==> config.mk <==
export PLATFORM = sky130hd
export DESIGN_NAME = wtosc_cfg
export DESIGN_NICKNAME = d
export VERILOG_FILES = /design/src/sv/wtosc_pkg.sv /design/src/sv/wtosc_cfg.sv
export SDC_FILE = /design/constraint.sdc
export NUM_CORES = 1
export LEC_CHECK = 0
export ABC_CLOCK_PERIOD_IN_PS = 2600
export BUFFER_PORTS_ARGS = -buffer_cell sky130_fd_sc_hd__buf_4
export CORE_MARGIN = 1
export CORE_UTILIZATION = 45
export CTS_BUF_LIST = sky130_fd_sc_hd__clkbuf_4
export DETAILED_ROUTE_END_ITERATION = 10
export HOLD_SLACK_MARGIN = 0.06
export PLACE_DENSITY = 0.76
export SYNTH_ARGS = -nofsm -noshare
export SYNTH_HDL_FRONTEND = slang
export SYNTH_SLANG_ARGS = --single-unit
==> constraint.sdc <==
create_clock -name clk -period 2.6 [get_ports clk]
set_clock_uncertainty 0.15 [all_clocks]
set_input_delay 0.26 -clock clk [delete_from_list [all_inputs] [get_ports clk]]
set_output_delay 0.26 -clock clk [all_outputs]
set_load 0.02 [all_outputs]
==> src/sv/wtosc_pkg.sv <==
// ----------------------------------------------------------------------------
// Wavetable oscillator package
// Shared constants, codes and types of the wavetable oscillator block.
// ----------------------------------------------------------------------------
package wtosc_pkg;

	localparam int TABLE_DEPTH  = 4096;
	localparam int TABLE_AW     = $clog2(TABLE_DEPTH);
	localparam int SAMPLE_WIDTH = 16;
	localparam int PHASE_BITS   = 24;
	localparam int VALUE_WIDTH  = 16;
	localparam int MAX_LOG2     = TABLE_AW;

	// Fraction aligned to 23 bits, product scaling and rounding.
	localparam int FRAC_W       = PHASE_BITS - 1;
	localparam int SHIFT_BITS   = FRAC_W + 15;
	localparam int ACC_W        = VALUE_WIDTH + FRAC_W + 2;
	localparam int LO_W         = 20;
	localparam int HI_W         = ACC_W - LO_W;
	localparam int MUL_AW       = 25;
	localparam int MUL_BW       = 17;
	localparam int MUL_PW       = MUL_AW + MUL_BW;
	localparam int PL_W         = LO_W + 16;
	localparam int SUM_W        = 60;
	localparam int Q_W          = SUM_W - SHIFT_BITS;
	localparam logic [SUM_W-1:0] ROUND_BIAS = SUM_W'(1) << (SHIFT_BITS - 1);

	// Request codes.
	localparam logic [1:0] REQ_TICK    = 2'd0;
	localparam logic [1:0] REQ_WRITE   = 2'd1;
	localparam logic [1:0] REQ_RESTART = 2'd2;

	// Register indexes on the configuration port.
	typedef enum logic [1:0] {
		REG_PHASE_STEP  = 2'd0,
		REG_AMPLITUDE   = 2'd1,
		REG_SIZE_LOG2   = 2'd2,
		REG_START_PHASE = 2'd3
	} reg_idx_t;

	localparam logic [23:0] RST_PHASE_STEP  = 24'd153791;
	localparam logic [15:0] RST_AMPLITUDE   = 16'd6554;
	localparam logic [3:0]  RST_SIZE_LOG2   = 4'd12;
	localparam logic [23:0] RST_START_PHASE = 24'd0;

	typedef struct packed {
		logic [23:0] phase_step;
		logic [15:0] amplitude;
		logic [3:0]  size_log2;
		logic [23:0] start_phase;
	} cfg_t;

	typedef enum logic [2:0] {
		ST_IDLE,
		ST_RD1,
		ST_RD2,
		ST_MD,
		ST_ACC,
		ST_ML,
		ST_MH,
		ST_FIN
	} state_t;

endpackage

==> src/sv/wtosc_cfg.sv <==
// ----------------------------------------------------------------------------
// Configuration registers
// APB register file holding increment, gain, table size and start phase.
// ----------------------------------------------------------------------------
module wtosc_cfg import wtosc_pkg::*; (
	input  logic        clk,
	input  logic        arst_n,
	input  logic        psel,
	input  logic        penable,
	input  logic        pwrite,
	input  logic [3:0]  paddr,
	input  logic [31:0] pwdata,
	output logic [31:0] prdata,
	output cfg_t        cfg
);

	logic [23:0] phase_step_q;
	logic [15:0] amplitude_q;
	logic [3:0]  size_log2_q;
	logic [23:0] start_phase_q;
	reg_idx_t    idx;
	logic        wr_en;

	assign idx   = reg_idx_t'(paddr[3:2]);
	assign wr_en = psel && penable && pwrite;

	always_ff @(posedge clk or negedge arst_n) begin
		if (!arst_n) begin
			phase_step_q  <= RST_PHASE_STEP;
			amplitude_q   <= RST_AMPLITUDE;
			size_log2_q   <= RST_SIZE_LOG2;
			start_phase_q <= RST_START_PHASE;
		end else if (wr_en) begin
			case (idx)
				REG_PHASE_STEP:  phase_step_q  <= pwdata[23:0];
				REG_AMPLITUDE:   amplitude_q   <= pwdata[15:0];
				REG_SIZE_LOG2:   size_log2_q   <= pwdata[3:0];
				REG_START_PHASE: start_phase_q <= pwdata[23:0];
				default: ;
			endcase
		end
	end

	always_comb begin
		case (idx)
			REG_PHASE_STEP:  prdata = {8'd0, phase_step_q};
			REG_AMPLITUDE:   prdata = {16'd0, amplitude_q};
			REG_SIZE_LOG2:   prdata = {28'd0, size_log2_q};
			REG_START_PHASE: prdata = {8'd0, start_phase_q};
			default:         prdata = 32'd0;
		endcase
	end

	// The datapath sees the table size clamped to the supported range.
	always_comb begin
		cfg.phase_step  = phase_step_q;
		cfg.amplitude   = amplitude_q;
		cfg.start_phase = start_phase_q;
		if (size_log2_q inside {[1:MAX_LOG2]}) begin
			cfg.size_log2 = size_log2_q;
		end else if (size_log2_q == 4'd0) begin
			cfg.size_log2 = 4'd1;
		end else begin
			cfg.size_log2 = 4'(MAX_LOG2);
		end
	end

endmodule

## Word-level counts from Yosys, hierarchy flattened

Cells that the tools add are included.

| word-level totals | value |
|---|---|
| memories kept | 0 |
| bits in writable memories | 0 |
| flip-flop bits (word level) | 68 |
| logic and storage cells | 21 |
| output and inout port bits | 100 |
| ROM bits | 0 |
| input bits | 41 |
| latch bits | 0 |

| cells by class | value |
|---|---|
| shift operators | 0 |
| divide/modulo/power cells | 0 |
| $mul | 0 |
| reductions and logical operators | 9 |
| add/sub/neg operators | 0 |
| $lt $le $gt $ge | 2 |
| eq/ne operators | 3 |
| bitwise logic cells | 0 |
| muxes and demuxes | 3 |

Operator list:

| cell | count |
|---|---|
| 32-bit case mux with 4 select lines | 1 |
| 4-bit two-way mux | 2 |
| 2-bit AND reduction | 4 |
| 2-bit == test, second input constant | 2 |
| 4-bit by 1-bit greater-or-equal comparator with 1-bit output, second input constant | 1 |
| 4-bit less-or-equal comparator, second input constant | 1 |
| 4-bit zero test | 1 |
| 1-bit logical AND | 3 |
| 2-bit by 1-bit == test with 1-bit output, second input constant | 1 |
| 2-bit zero test | 1 |

## Depth between registers and ports, before layout

| depth | value |
|---|---|
| depth after elaboration | 3 |
| gate-level depth with buffers | 5 |

## Worst setup path after synthesis

OpenSTA, ideal clock, no wires.

| timing | value |
|---|---|
| path type | register -> output |
| start | register amplitude_q[11] |
| end | output prdata[11] |
| cell stages (with the launch flop) | 3 |
| data arrival time | 1.144 ns |
| setup slack | 1.046 ns |
| cells stage by stage | dfstp_2 > mux2i_1 > o21ai_0 |

| on the way | value |
|---|---|
| longest elaborated chain between the ends | 1 |

RTL lines:

| what | RTL line | text |
|---|---|---|
| start: declaration | wtosc_cfg.sv:18 | `logic [15:0] amplitude_q;` |
| start signal: assignment | wtosc_cfg.sv:36 | `REG_AMPLITUDE: amplitude_q <= pwdata[15:0];` |
| 32-bit case mux with 4 select lines | wtosc_cfg.sv:45 | `case (idx)` |
| end: declaration | wtosc_cfg.sv:13 | `output logic [31:0] prdata,` |

Every way passes these cells. The select of a mux whose other input is x is not followed.

## Final worst setup path

| timing | value |
|---|---|
| start | input paddr[2] |
| end | output prdata[16] |

| on the way | value |
|---|---|
| longest elaborated chain between the ends | 2 |
| elaborated cells on any way between the ends | 5 |
| classes of those cells | eq/ne: 3; mux: 1; reduce/logical: 1 |

RTL lines:

| what | RTL line | text |
|---|---|---|
| start: declaration | wtosc_cfg.sv:11 | `input logic [3:0] paddr,` |
| 2-bit == test, or another cell as far along | wtosc_cfg.sv:45 |  |
| 32-bit case mux with 4 select lines (*) | wtosc_cfg.sv:45 |  |

Mark *: on every way between the ends. The rest lies on a longest branch, timed or not. The select of a mux whose other input is x is not followed.

==> key figures <==
Floorplanning
  – Die area: 7682 sq um
  – Die H: slightly below 90 um
  – Area of the core: about 6900 sq um
  – Row count: 30
  – Top-Level Pins: 141
  – Starting density of the core: 47.53%
  – Die X-Extent: 87.65 um

Worst hold path
  – Hold depth: 4
  – Worst min path class: primary input to flip-flop
  – Hold Path Origin: penable
  – Endpoint, Worst Hold: size_log2_q[0]

Run
  – Max cap viols: 0

Route
  – Initial drt markers: 91
  – Post-DRT Antenna Nets: 0
  – Number of iterations in the first detailed-routing pass: 4
  – Post-DR wirelength/cell: 17.07 um
  – # DRC: 0
  – Final wirelength: about 8.0 mm
  – Vias/cell: 5.026
  – Vias: 2342

Clock tree
  – H-tree depth: 3
  – CTS Sinks: 68
  – TritonCTS clock tree: yes
  – Total CTS buffers: 9
  – Maximum clock path buffer count: 2
  – CTS clk-pin slew, worst paths: 90 ps
  – Clk root buf: clkbuf_4
  – Post-CTS setup buffer count: 0
  – Clock latency on the worst-skew pair: 390 ps

Synth
  – Post-synth top area cell: dfrtp_1
  – Most frequent cells after synthesis: 48 x dfrtp_1, 37 x mux2_2, 30 x mux2_4, 20 x dfstp_2
  – Flops & latches, synth: 68
  – Share of flip-flops with an asynchronous set or reset: between 90% and 100%
  – Top FF cell, synth: dfrtp_1
  – Cell Area, Synth: about 3300 sq um
  – Count leader, synth: dfrtp_1
  – Ys Warns: 0
  – Post-Syn Area per Cell: 15.07 sq um
  – Synth unique cells: 27
  – Top cell type's share of synthesized area: 36.39%
  – Area contributors post-synth: dfrtp_1 36%, dfstp_2 16%, mux2_4 14%
  – Seq/Total Area, Yosys: between 50% and 60%
  – Mapped Cells: 219
  – Number of synthesized flops with an enable pin: 0

STA
  – Period utilisation layout: 72.48%
  – Max-slew violation count: 0
  – Worst slew margin: 41.81%
  – Fin. Hold Viols: 0
  – RSZ-0062 raised after global routing: no
  – Crit path time final: 1884 ps
  – Total negative slack: 0 ps
  – Max Fclk: about 530 MHz
  – Slew @ Worst Pin: around 870 ps
  – Final setup vio count: 0

GRT
  – Global-route wire length before repair: 11.97 mm
  – Gr ovfl total: 0
  – Initial antenna violation count: 0
  – Gr usage total: around a fifth
  – Pin count of the biggest net entering global routing: slightly below 70
  – Vias in the first global route: between 2000 and 2500

Critical path
  – Kind of critical path: primary input to output port
  – Worst EP arrival: 1470 ps
  – Worst EP required: 2190 ps
  – CP startpoint kind: primary input
  – Register-to-Register Path Depth: 1
  – Largest fanout on the critical path: 22
  – FF-to-FF End: size_log2_q[1]
  – CP endpoint kind: output port
  – RR Startpoint: size_log2_q[1]
  – Reg2Reg Setup Slack: between 1500 and 2000 ps

Pwr
  – Leak: around 2.3 nW
  – Worst IR drop on VDD: a little over 0.0004 V
  – Total power: 3.628 mW
  – PwrDens: 796.5 nW/um^2

Placement
  – IO Port Bufs: 122
  – HPWL Detailed: between 5 and 6 mm
  – RD Place Congestion: between 0.6 and 0.7
  – Placed instance area: 4198 sq um

Final layout
  – Layout area overhead: 37.98%
  – Fin area: 4554 sq um
  – Layout cells sized above 1: 62.97%
  – Fin nets: 406
  – Antenna Diode Count: 0

Run status
  – Status: complete, no violations
-- final cells by class --
| class | count | area [sq um] |
|---|---|---|
| clock buffers | 10 | 75.07 |
| well taps | 96 | 120.1 |
| inverters | 1 | 3.754 |
| clock inverters | 6 | 31.28 |
| multi-input cells | 136 | 1416 |
| repair buffers | 149 | 1181 |
| flip-flops and latches | 68 | 1727 |
| fillers | 538 | 2390 |
-- cell usage in the layout (no fill, tap or decap) --
cell and instances:
clkinvlp_4 2, inv_1 1, nand3_1 1, clkinv_1 3, mux2_4 30, o21ai_0 2
dfrtp_1 48, dlygate4sd3_1 25, mux2_1 1, nand2_1 12, mux4_1 1, nand3_4 1
clkinv_2 1, a22o_1 8, nor3_4 1, mux2i_1 12, dfstp_2 20, a21boi_0 1
and3_2 1, conb_1 8, and2_4 1, nand3b_4 1, clkbuf_4 10, o21ai_1 10
o22ai_1 1, nor3b_4 1, mux4_2 3, nor2_1 3, mux2_2 37, buf_4 124
-- sequential cells by signal, summed over array words and instances (netlist names) --
signal	flops
start_phase_q	24
amplitude_q	16
phase_step_q	24
size_log2_q	4
-- worst max-delay path, stage by stage --
cell and delay (ps):
buf_4 250, nor2_1 570, a22o_1 240, buf_4 140
-- layer usage --
metal | part of all wire (%) | wire length [um] | global-route usage (%) | up-vias
met1 | 43 | 3440 | 26.80 | 1183
met2 | 50 | 3973 | 35.87 | 82
met3 | 5.2 | 414 | 5.090 | 13
met5 | 0 | 0 | 0 | -
met4 | 1.6 | 126 | 8.495 | 0
li1 | - | - | - | 1064
-- report_power, final --
part	leakage [nW]	switching [mW]	internal, mW	total [mW]
logic	1.41	0.739	0.767	1.51
registers	0.798	0.211	1.36	1.57
clock network	0.0549	0.356	0.196	0.552
-- repair_timing --
action	CTS	global route
gates resized for setup	0	0
hold endpoints to repair	116	0
hold buffers	25	0
-- stage by stage --
stage / worst slack, ps / util [%] / cells / hold slack (ps)
CTS: 699.9 / 65.59 / 466 / 328.3
global route: 650.7 / 65.59 / 466 / 345.8
global placement: 652.9 / 60.45 / 425 / 265.0
finish: 715.6 / 65.59 / 466 / 338.8
floorplan: 1046 / - / 226 / -185.6
detailed placement: 643.8 / 60.45 / 425 / 265.3
-- cells by family after synthesis --
logic type / after synthesis / synth area share, %
AO/OA/AOI/OAI: 22 / 4.360
buffers and inverters: 22 / 5.572
flip-flops: 68 / 52.31
multiplexers: 84 / 33.09
other: 1 / 0.1136
AND/OR/NAND/NOR: 22 / 4.549
-- worst max path at each step --
stage,startpoint,endpoint,slack [ps],cells past startpoint
final,paddr[2],prdata[16],720,4
after global routing,paddr[2],prdata[23],650,4
after CTS,size_log2_q[3],prdata[3],700,2
after detailed placement,paddr[2],start_phase_q[16],640,3
after global placement,paddr[2],start_phase_q[13],650,3
after floorplan,amplitude_q[11],prdata[11],1050,2
Power figures use the tool's default switching activity.
