===== src/sv/wtosc_pkg.sv =====
// ----------------------------------------------------------------------------
// Wavetable oscillator package
// Shared constants, codes and types of the wavetable oscillator block.
// ----------------------------------------------------------------------------
package wtosc_pkg;

	localparam int TABLE_DEPTH  = 4096;
	localparam int TABLE_AW     = $clog2(TABLE_DEPTH);
	localparam int SAMPLE_WIDTH = 16;
	localparam int PHASE_BITS   = 24;
	localparam int VALUE_WIDTH  = 16;
	localparam int MAX_LOG2     = TABLE_AW;

	// Fraction aligned to 23 bits, product scaling and rounding.
	localparam int FRAC_W       = PHASE_BITS - 1;
	localparam int SHIFT_BITS   = FRAC_W + 15;
	localparam int ACC_W        = VALUE_WIDTH + FRAC_W + 2;
	localparam int LO_W         = 20;
	localparam int HI_W         = ACC_W - LO_W;
	localparam int MUL_AW       = 25;
	localparam int MUL_BW       = 17;
	localparam int MUL_PW       = MUL_AW + MUL_BW;
	localparam int PL_W         = LO_W + 16;
	localparam int SUM_W        = 60;
	localparam int Q_W          = SUM_W - SHIFT_BITS;
	localparam logic [SUM_W-1:0] ROUND_BIAS = SUM_W'(1) << (SHIFT_BITS - 1);

	// Request codes.
	localparam logic [1:0] REQ_TICK    = 2'd0;
	localparam logic [1:0] REQ_WRITE   = 2'd1;
	localparam logic [1:0] REQ_RESTART = 2'd2;

	// Register indexes on the configuration port.
	typedef enum logic [1:0] {
		REG_PHASE_STEP  = 2'd0,
		REG_AMPLITUDE   = 2'd1,
		REG_SIZE_LOG2   = 2'd2,
		REG_START_PHASE = 2'd3
	} reg_idx_t;

	localparam logic [23:0] RST_PHASE_STEP  = 24'd153791;
	localparam logic [15:0] RST_AMPLITUDE   = 16'd6554;
	localparam logic [3:0]  RST_SIZE_LOG2   = 4'd12;
	localparam logic [23:0] RST_START_PHASE = 24'd0;

	typedef struct packed {
		logic [23:0] phase_step;
		logic [15:0] amplitude;
		logic [3:0]  size_log2;
		logic [23:0] start_phase;
	} cfg_t;

	typedef enum logic [2:0] {
		ST_IDLE,
		ST_RD1,
		ST_RD2,
		ST_MD,
		ST_ACC,
		ST_ML,
		ST_MH,
		ST_FIN
	} state_t;

endpackage


===== src/sv/wtosc_mul.sv =====
// ----------------------------------------------------------------------------
// Shared multiplier
// Signed 25 by 17 bit multiplier with a registered product.
// ----------------------------------------------------------------------------
module wtosc_mul import wtosc_pkg::*; (
	input  logic                     clk,
	input  logic signed [MUL_AW-1:0] a,
	input  logic signed [MUL_BW-1:0] b,
	output logic signed [MUL_PW-1:0] p
);

	logic signed [MUL_PW-1:0] p_q;

	always_ff @(posedge clk) begin
		p_q <= a * b;
	end

	assign p = p_q;

endmodule


===== config.mk =====
export PLATFORM = sky130hd
export DESIGN_NAME = wtosc_mul
export DESIGN_NICKNAME = d
export VERILOG_FILES = /design/src/sv/wtosc_pkg.sv /design/src/sv/wtosc_mul.sv
export SDC_FILE = /design/constraint.sdc
export NUM_CORES = 1
export LEC_CHECK = 0
export BUFFER_PORTS_ARGS = -buffer_cell sky130_fd_sc_hd__buf_4
export CAP_MARGIN = 20
export CORE_ASPECT_RATIO = 1.2
export CORE_UTILIZATION = 65
export CTS_BUF_LIST = sky130_fd_sc_hd__clkbuf_16
export DETAILED_ROUTE_END_ITERATION = 12
export PLACE_DENSITY_LB_ADDON = 0.25
export SLEW_MARGIN = 20
export SYNTH_ARGS = -nofsm -noshare
export SYNTH_HDL_FRONTEND = slang
export SYNTH_SLANG_ARGS = --single-unit

===== constraint.sdc =====
create_clock -name clk -period 22.2 [get_ports clk]
set_input_delay 3.33 -clock clk [delete_from_list [all_inputs] [get_ports clk]]
set_output_delay 3.33 -clock clk [all_outputs]
set_load 0.005 [all_outputs]

After elaboration in Yosys (flattened, before gate mapping)
Cells that the tools add are included.
Storage, ports and cells
  flip-flop bits (word level): 42
Operators by class
  multiply operators: 1
Operators by type and width (number)
  multiplier 25 x 17 -> 42 bit: 1

Longest topological paths before layout
Gate-level depths: netlist of the first run.
  depth after elaboration: 1
  depth in mapped cells: 24
  mapped depth without buffers: 23

Worst setup path after synthesis of the first run
Ideal clock, no wire load.
  path type: input to register
  start: input port b[4]
  end: register p_q[40] (netlist: p[40])
  setup time: 0.079 ns
  data arrival time: 9.248 ns
  data required time: 22.121 ns
  slack: 12.873 ns
  stages: 21
  cell sequence: clkbuf_1 > nand2_1 > fa_1 > inv_1 > fa_1 > fa_1 > fa_1 > fa_1 > inv_1 > fa_1 > inv_1 > ha_1 > a211o_1 > a311o_1 > a221oi_2 > o22ai_1 > nor3_2 > a31oi_1 > o41ai_4 > or4b_1 > o211ai_1
On the way
  longest elaborated chain between the ends: 1
RTL lines
  from (decl): RTL line wtosc_mul.sv:8  | input logic signed [MUL_BW-1:0] b,
  multiplier 25 x 17 -> 42 bit: RTL line wtosc_mul.sv:15  | p_q <= a * b;
  to (signal assigned): RTL line wtosc_mul.sv:15
  to (decl): RTL line wtosc_mul.sv:12  | logic signed [MUL_PW-1:0] p_q;
Every way passes these cells.

Worst setup path in the final report of the first run
  start: input port b[5]
  end: register p_q[28] (netlist: p[28])
Same word-level chain as after synthesis.

==> flow_summary.toml, run 1 <==
[outcome]
outcome = "complete, no violations"

[routing]
drc = 0
ant_nets = 0
met2WireLength_mm = 18.6
firstDrtPassIters = 5
wl_met1_mm = 13.5
initialDrtViolationCount = 716
drt-total-wl_mm = 37.0
routedWlPerCell_um = 18.0
vias = 11400
via_per_inst = 5.53
dr_wl_met3_mm = 2.37
dr.max_layer_used = "met4"

[global_route]
grt_antenna_before_repair = 1
grt_overflow = 0
track_usage_pct = 33.7
grt_max_degree = 26
grt_pass1_vias = 13100
grt_pass1_wl_mm = 63.6

[logic_synthesis]
syn-num-nets = 2266
synth_xor_area_share_pct = 2.26
synth_edf_count = 0
async_flop_share_pct = 0
yosysUniqueCellTypes = 49
syn_area_mm2 = 0.0159
syn_inst = 1706
synth_fa_ha_area_share_pct = 60.5
syn_area_per_cell_um2 = 9.30
ys_ff_latch = 42
yosysSeqAreaShare_pct = 5.30
yosysWarnings = 0
synth_mux_area_share_pct = 0.0710
synth_compound_area_share_pct = 4.25
synthSimpleGateAreaFrac_pct = 15.6
synth_top_family_by_area = "adder cells"
yosys_most_used_dff = "dfxtp_1"

[cts]
cts_resized = 0
cts_tree = "built"
postCtsSetupBuffers = 0
clkTransAtPathRegs_ps = 70
clock-root-buffer = "clkbuf_16"
hold_buffers = 0
cts_max_level = 2
cts_buffers = 5
cts.sinks = 42
clock_path_buffers = 2

[worst_setup_path]
cp_max_fo = 25
required_ps = 22410
path_common_cell = "fa_1"
max_stage_delay_ps = 800
cp-start-kind = "input pin"
path_class = "in2reg"
worstPathCellList = "buf_4 > and2_1 > fa_1 > inv_1 > fa_1 > fa_1 > inv_1 > fa_1 > fa_1 > inv_1 > fa_1 > inv_1 > ha_1 > and3_1 > a221oi_1 > o21bai_1 > a211oi_1 > nor2_1 > o31a_1 > o2111ai_1 > nand2_1 > xor2_1"
arrival_ps = 10220
cpLargestDelayFamily = "adder cells"
cp_slowest_cell = "a221oi_1"
endpoint_kind = "flip-flop"
crit_buf_inv = 5

[placement]
place_congestion = 0.931
pre_cts_slack_ps = 11810
io_buffers = 84
dp_hpwl_mm = 30.3
place_area_mm2 = 0.0167

[worst_hold_path]
hold_path.class = "in2reg"

[timing]
rsz0062_at_grt = "false"
worst_pin_slew_ps = 958
drv_slew = 0
finalSetupTns_ps = 0
setup_viol = 0
fin_crit_sh_pct = 45.1
hold_viol_final = 0
clock.fmax_ghz = 0.0998
max-slew-margin-rel_pct = 36.1
layout_min_cycle_time_ps = 10020
setup_ws_ps = 12180

[layout]
fin_nets = 2296
diodes = 0
final_common_cell = "inv_1"
final_cell_area_mm2 = 0.0168
final_cell_mix = "inv_1 (447), fa_1 (416), nand2_1 (237)"
drive_gt1_share_pct = 5.64
area_growth_pct = 5.92
largest_reg_flops = 42

[floorplanning]
die_area_mm2 = 0.0250
initial_core_util_pct = 66.2
die_h_um = 173
fp.dieW_um = 145
io_pins = 85
core_mm2 = 0.0240
row_count = 62

[job]
cap_viol_max_count = 0
==> cells in the mapped netlist (all sizes together) (3+ instances only) <==
| master | count | area [um^2] |
|---|---|---|
| fa | 416 | 8330 |
| nor2 | 34 | 128 |
| nand2 | 237 | 890 |
| and2 | 188 | 1180 |
| a31oi | 4 | 25.0 |
| clkbuf | 60 | 225 |
| o21a | 4 | 30.0 |
| nor3 | 3 | 20.0 |
| and3 | 4 | 25.0 |
| inv | 446 | 1670 |
| a21oi | 22 | 110 |
| a21o | 16 | 120 |
| nand2b | 12 | 75.1 |
| o21bai | 11 | 82.6 |
| dfxtp | 42 | 841 |
| a211oi | 5 | 37.5 |
| nor2b | 4 | 25.0 |
| and4 | 5 | 45.0 |
| nand3 | 3 | 15.0 |
| a221oi | 3 | 32.5 |
| ha | 101 | 1260 |
| o21ai | 12 | 60.1 |
| xnor2 | 31 | 272 |
| xor2 | 10 | 87.6 |
| nand4 | 5 | 31.3 |
==> stage by stage <==
step           hold slack (ps)  cells  util (%)
6_report                  3410   2057      70.1
3_5_place_dp              3710   2049      69.5
4_1_cts                   3390   2057      70.1
5_1_grt                   3400   2057      70.1
3_3_place_gp              3710   2049      69.5
2_1_floorplan             3450   1706         -
==> final cells by class <==
class | count | area, um^2
clock buffer | 5 | 125
clock inverter | 3 | 12.5
fill | 1827 | 7170
inverter | 447 | 1680
multi-input combinational | 1156 | 13100
sequential | 42 | 841
tap | 320 | 400
timing repair buffer | 84 | 631
==> worst paths after layout <==
path | from | end | slack (ps) | cells after the start
worst max-delay path | b[5] | p[28]$_DFF_P_ | 12180 | 22
worst min-delay path | a[0] | p[0]$_DFF_P_ | 3410 | 2
==> cell families (layout without fill, tap and decap cells) <==
logic type               after synthesis  after routing
buffers and inverters                508            539
AO/OA/AOI/OAI                         95             95
XOR/XNOR                              41             41
flip-flops                            42             42
adder cells (fa/ha/maj)              517            517
multiplexers                           1              1
AND/OR/NAND/NOR                      502            502
==> layer usage <==
layer  up-vias  GRT usage (%)
met5         -              0
met4         0           20.9
met3       126           4.87
met2       465           55.6
met1      5831           41.4
li1       4959              -
Power of run 1 is not shown: default switching activity piles up to over one toggle a cycle in this logic, so the estimate is an artifact.
==> run 2, diff against run 1 <==
==> constraint.sdc (replaced) <==
create_clock -name clk -period 9.9 [get_ports clk]
set_input_delay 1.485 -clock clk [delete_from_list [all_inputs] [get_ports clk]]
set_output_delay 1.485 -clock clk [all_outputs]
set_load 0.005 [all_outputs]
==> run 2 against run 1 <==
  * Setup slack worse by 10000 ps
  * Critical path depth down 1
  * Hold slack worse by 1800 ps
  * Core utilization about the same
  * Via count up 0.28%
  * Routed wire length increased by 0.12%
  * Flip-flop and latch count did not move
  * Critical endpoint is now p[40]$_DFF_P_
  * Count of clock-buffer cells in the layout stayed put
==> flow_summary.toml, run 2 (synthesis gave the netlist of run 1 again) <==
[cts]
cts.sinks = 42
hold_buffers = 0
cts_buffers = 5
clock-root-buffer = "clkbuf_16"
cts_tree = "built"
clock_path_buffers = 2
cts_max_level = 2
cts_resized = 0
clkTransAtPathRegs_ps = 70
postCtsSetupBuffers = 0

[layout]
drive_gt1_share_pct = 5.64
area_growth_pct = 5.94
multi_input_area_mm2 = 0.0131
final_cell_area_mm2 = 0.0168
fin_nets = 2296
final_cells = 2058
final_cell_mix = "inv_1 (447), fa_1 (416), nand2_1 (237)"
fillers = 1813
seq_area_um2 = 841
largest_reg_flops = 42
final_common_cell = "inv_1"

[placement]
dp_hpwl_mm = 30.4
dp.cells = 2049
place_congestion = 0.931
place_area_mm2 = 0.0167
io_buffers = 84

[timing]
finalSetupTns_ps = 0
max-slew-margin-rel_pct = 41.0
hold_viol_final = 0
rsz0062_at_grt = "false"
setup_viol = 0
clock.fmax_ghz = 0.123
fin_crit_sh_pct = 82.5
worst_pin_slew_ps = 884
layout_min_cycle_time_ps = 8160
drv_slew = 0

[floorplanning]
fp.dieW_um = 145
row_count = 62
die_h_um = 173
die_area_mm2 = 0.0250
io_pins = 85
initial_core_util_pct = 66.2
core_mm2 = 0.0240

[worst_setup_path]
setup.worst_path.start = "b[16]"
cp-start-kind = "input pin"
path_class = "in2reg"
arrival_ps = 8400
cp_max_fo = 17
required_ps = 10140
endpoint_kind = "flip-flop"

[global_route]
grt_pass1_wl_mm = 63.6
grt_max_degree = 26
grt_antenna_before_repair = 1
grt_pass1_vias = 13100
grt_overflow = 0
track_usage_pct = 33.7

[job]
cap_viol_max_count = 0

[routing]
ant_nets = 0
drt-total-wl_mm = 37.0
drc = 0
firstDrtPassIters = 5
routedWlPerCell_um = 18.0
vias = 11400
initialDrtViolationCount = 722
via_per_inst = 5.55

[worst_hold_path]
holdPathStages = 2
hold_path.class = "in2reg"
hp-start = "a[0]"
holdPathEnd = "p[0]$_DFF_P_"

[outcome]
outcome = "complete, no violations"
==> run 2: cell type report <==
type                            instances  share of cell area [%]
Antenna cell                            1                  0.0149
Clock buffer                            5                   0.744
Clock inverter                          3                  0.0744
Inverter                              447                    9.98
Multi-Input combinational cell       1156                    78.0
Sequential cell                        42                    5.00
Tap cell                              320                    2.38
Timing Repair Buffer                   84                    3.75
==> run 2: stage by stage <==
stage,setup WS [ps],hold WS [ps],util [%]
after floorplan,2420,1610,-
after global placement,1430,1860,69.5
after detailed placement,1380,1860,69.5
after CTS,1700,1550,70.1
after global routing,1390,1560,70.1
final,1740,1560,70.1
==> run 2: worst max path at each step <==
stage               cells after the start             to  slack, ps
CTS                                    21  p[40]$_DFF_P_       1700
global placement                       21  p[40]$_DFF_P_       1430
finish                                 21  p[40]$_DFF_P_       1740
floorplan                              21  p[40]$_DFF_P_       2420
detailed placement                     21  p[40]$_DFF_P_       1380
global route                           21  p[40]$_DFF_P_       1390
==> run 2: layer usage <==
layer	routed length [um]	track usage, %	vias to the layer above
met1	13300	41.0	5827
met4	2410	20.1	0
met2	18900	56.2	491
met5	0	0	-
met3	2490	5.29	128
li1	-	-	4967
==> run 2: critical path, cell delays in order <==
cell      delay (ps)
buf_4            180
clkinv_1         560
nor2_1           300
fa_1             460
fa_1             470
fa_1             580
fa_1             450
fa_1             490
inv_1             50
fa_1             470
inv_1             40
ha_1             340
a21o_1           260
a311o_1          370
a221oi_2         310
o22ai_1          150
nor3_2           300
a31oi_1          220
o41ai_4          320
or4b_1           470
o211ai_1         110
Power of run 2 is left out for the same reason.
==> run 3, diff against run 2 <==
==> constraint.sdc (replaced) <==
create_clock -name clk -period 8.1 [get_ports clk]
set_input_delay 1.215 -clock clk [delete_from_list [all_inputs] [get_ports clk]]
set_output_delay 1.215 -clock clk [all_outputs]
set_load 0.005 [all_outputs]
==> run 3 against run 2 <==
  * Cell area is 0.86% higher
  * Die area stayed put
  * Non-clock buffer count is 16 higher
  * Setup slack worse by 1100 ps
  * First-iteration DRC count decreased by 7.9%
  * Sequential share of layout area is essentially flat
  * Flip-flop and latch count did not move
  * Critical path depth grew 1
  * Via count up 0.65%
  * Largest cell class unchanged
==> flow_summary.toml, run 3 (synthesis gave the netlist of run 1 again) <==
[layout]
fin_nets = 2312
final_common_cell = "inv_1"
area_growth_pct = 6.85
diodes = 0
fillers = 1845
final_cell_mix = "inv_1 (446), fa_1 (416), nand2_1 (237)"
drive_gt1_share_pct = 6.62
largest_reg_flops = 42

[worst_hold_path]
hold_path.class = "in2reg"

[cts]
cts_resized = 0
cts_buffers = 5
clock-root-buffer = "clkbuf_16"
clkTransAtPathRegs_ps = 70
hold_buffers = 0
cts.sinks = 42
postCtsSetupBuffers = 0
clock_path_buffers = 2
cts_tree = "built"
cts_max_level = 2

[worst_setup_path]
cp_max_fo = 11
cp-start-kind = "input pin"
path_class = "in2reg"
arrival_ps = 7690
endpoint_kind = "flip-flop"
required_ps = 8340

[routing]
vias = 11500
routedWlPerCell_um = 18.1
initialDrtViolationCount = 665
ant_nets = 0
drc = 0
drt-total-wl_mm = 37.4
via_per_inst = 5.54
firstDrtPassIters = 5

[global_route]
grt_overflow = 0
track_usage_pct = 34.2
grt_max_degree = 26
grt_pass1_wl_mm = 64.3
grt_pass1_vias = 13200
grt_antenna_before_repair = 1

[timing]
setup_viol = 0
fin_crit_sh_pct = 91.9
hold_viol_final = 0
worst_pin_slew_ps = 790
rsz0062_at_grt = "false"
finalSetupTns_ps = 0
layout_min_cycle_time_ps = 7450
max-slew-margin-rel_pct = 47.3
clock.fmax_ghz = 0.134
drv_slew = 0

[floorplanning]
fp.dieW_um = 145
die_area_mm2 = 0.0250
initial_core_util_pct = 66.2
row_count = 62
die_h_um = 173
core_mm2 = 0.0240
io_pins = 85

[outcome]
outcome = "complete, no violations"

[placement]
io_buffers = 84
place_congestion = 0.893
dp_hpwl_mm = 30.0

[job]
cap_viol_max_count = 0
run 3: cell types whose count changed in the layout (fill, tap and decap cells not counted):
| cell | previous run | this run |
|---|---|---|
| buf_4 | 84 | 100 |
| bufinv_16 | 0 | 1 |
| clkinv_1 | 2 | 1 |
| clkinv_2 | 1 | 2 |
| diode_2 | 1 | 0 |
| inv_1 | 447 | 446 |
run 3: worst paths after layout:
| kind | from | end | slack, ps | cells after the start |
|---|---|---|---|---|
| worst max-delay path | b[16] | p[40]$_DFF_P_ | 650 | 22 |
| worst min-delay path | a[0] | p[0]$_DFF_P_ | 1280 | 2 |
run 3: per-layer routing:
| metal | GRT usage (%) | routed length [um] | vias up |
|---|---|---|---|
| li1 | - | - | 4993 |
| met1 | 39.8 | 13200 | 5881 |
| met2 | 57.7 | 19000 | 461 |
| met3 | 7.26 | 2920 | 152 |
| met4 | 20.3 | 2340 | 0 |
| met5 | 0 | 0 | - |
run 3: final cells by class:
cell class	instances	area, um^2	share of cell area, %
Timing Repair Buffer	100	751	4.43
Clock buffer	5	125	0.738
Sequential cell	42	841	4.96
Tap cell	320	400	2.36
Multi-Input combinational cell	1156	13100	77.4
Inverter	447	1680	9.90
Clock inverter	3	40.0	0.236
run 3: metrics by stage:
| stage | cells | hold WS, ps | setup slack (ps) | cell area, um^2 | util [%] |
|---|---|---|---|---|---|
| 3_3_place_gp | 2065 | 1590 | 416 | 16800 | 70.0 |
| 4_1_cts | 2073 | 1260 | 615 | 17000 | 70.7 |
| 6_report | 2073 | 1280 | 655 | 17000 | 70.7 |
| 3_5_place_dp | 2065 | 1590 | 303 | 16800 | 70.0 |
| 2_1_floorplan | 1706 | 1340 | 888 | 15900 | - |
| 5_1_grt | 2073 | 1270 | 307 | 17000 | 70.7 |
run 3: critical path, cell delays in order:
cell      delay, ps
buf_4           150
clkinv_1        350
nor2_1          230
fa_1            460
fa_1            480
fa_1            540
fa_1            440
fa_1            510
inv_1            50
fa_1            470
inv_1            40
ha_1            350
a211o_1         280
a311o_1         330
a221oi_2        310
o22ai_1         150
nor3_2          190
buf_4           150
a31oi_1         140
o41ai_4         270
or4b_1          470
o211ai_1        100
Power of run 3 is left out for the same reason.
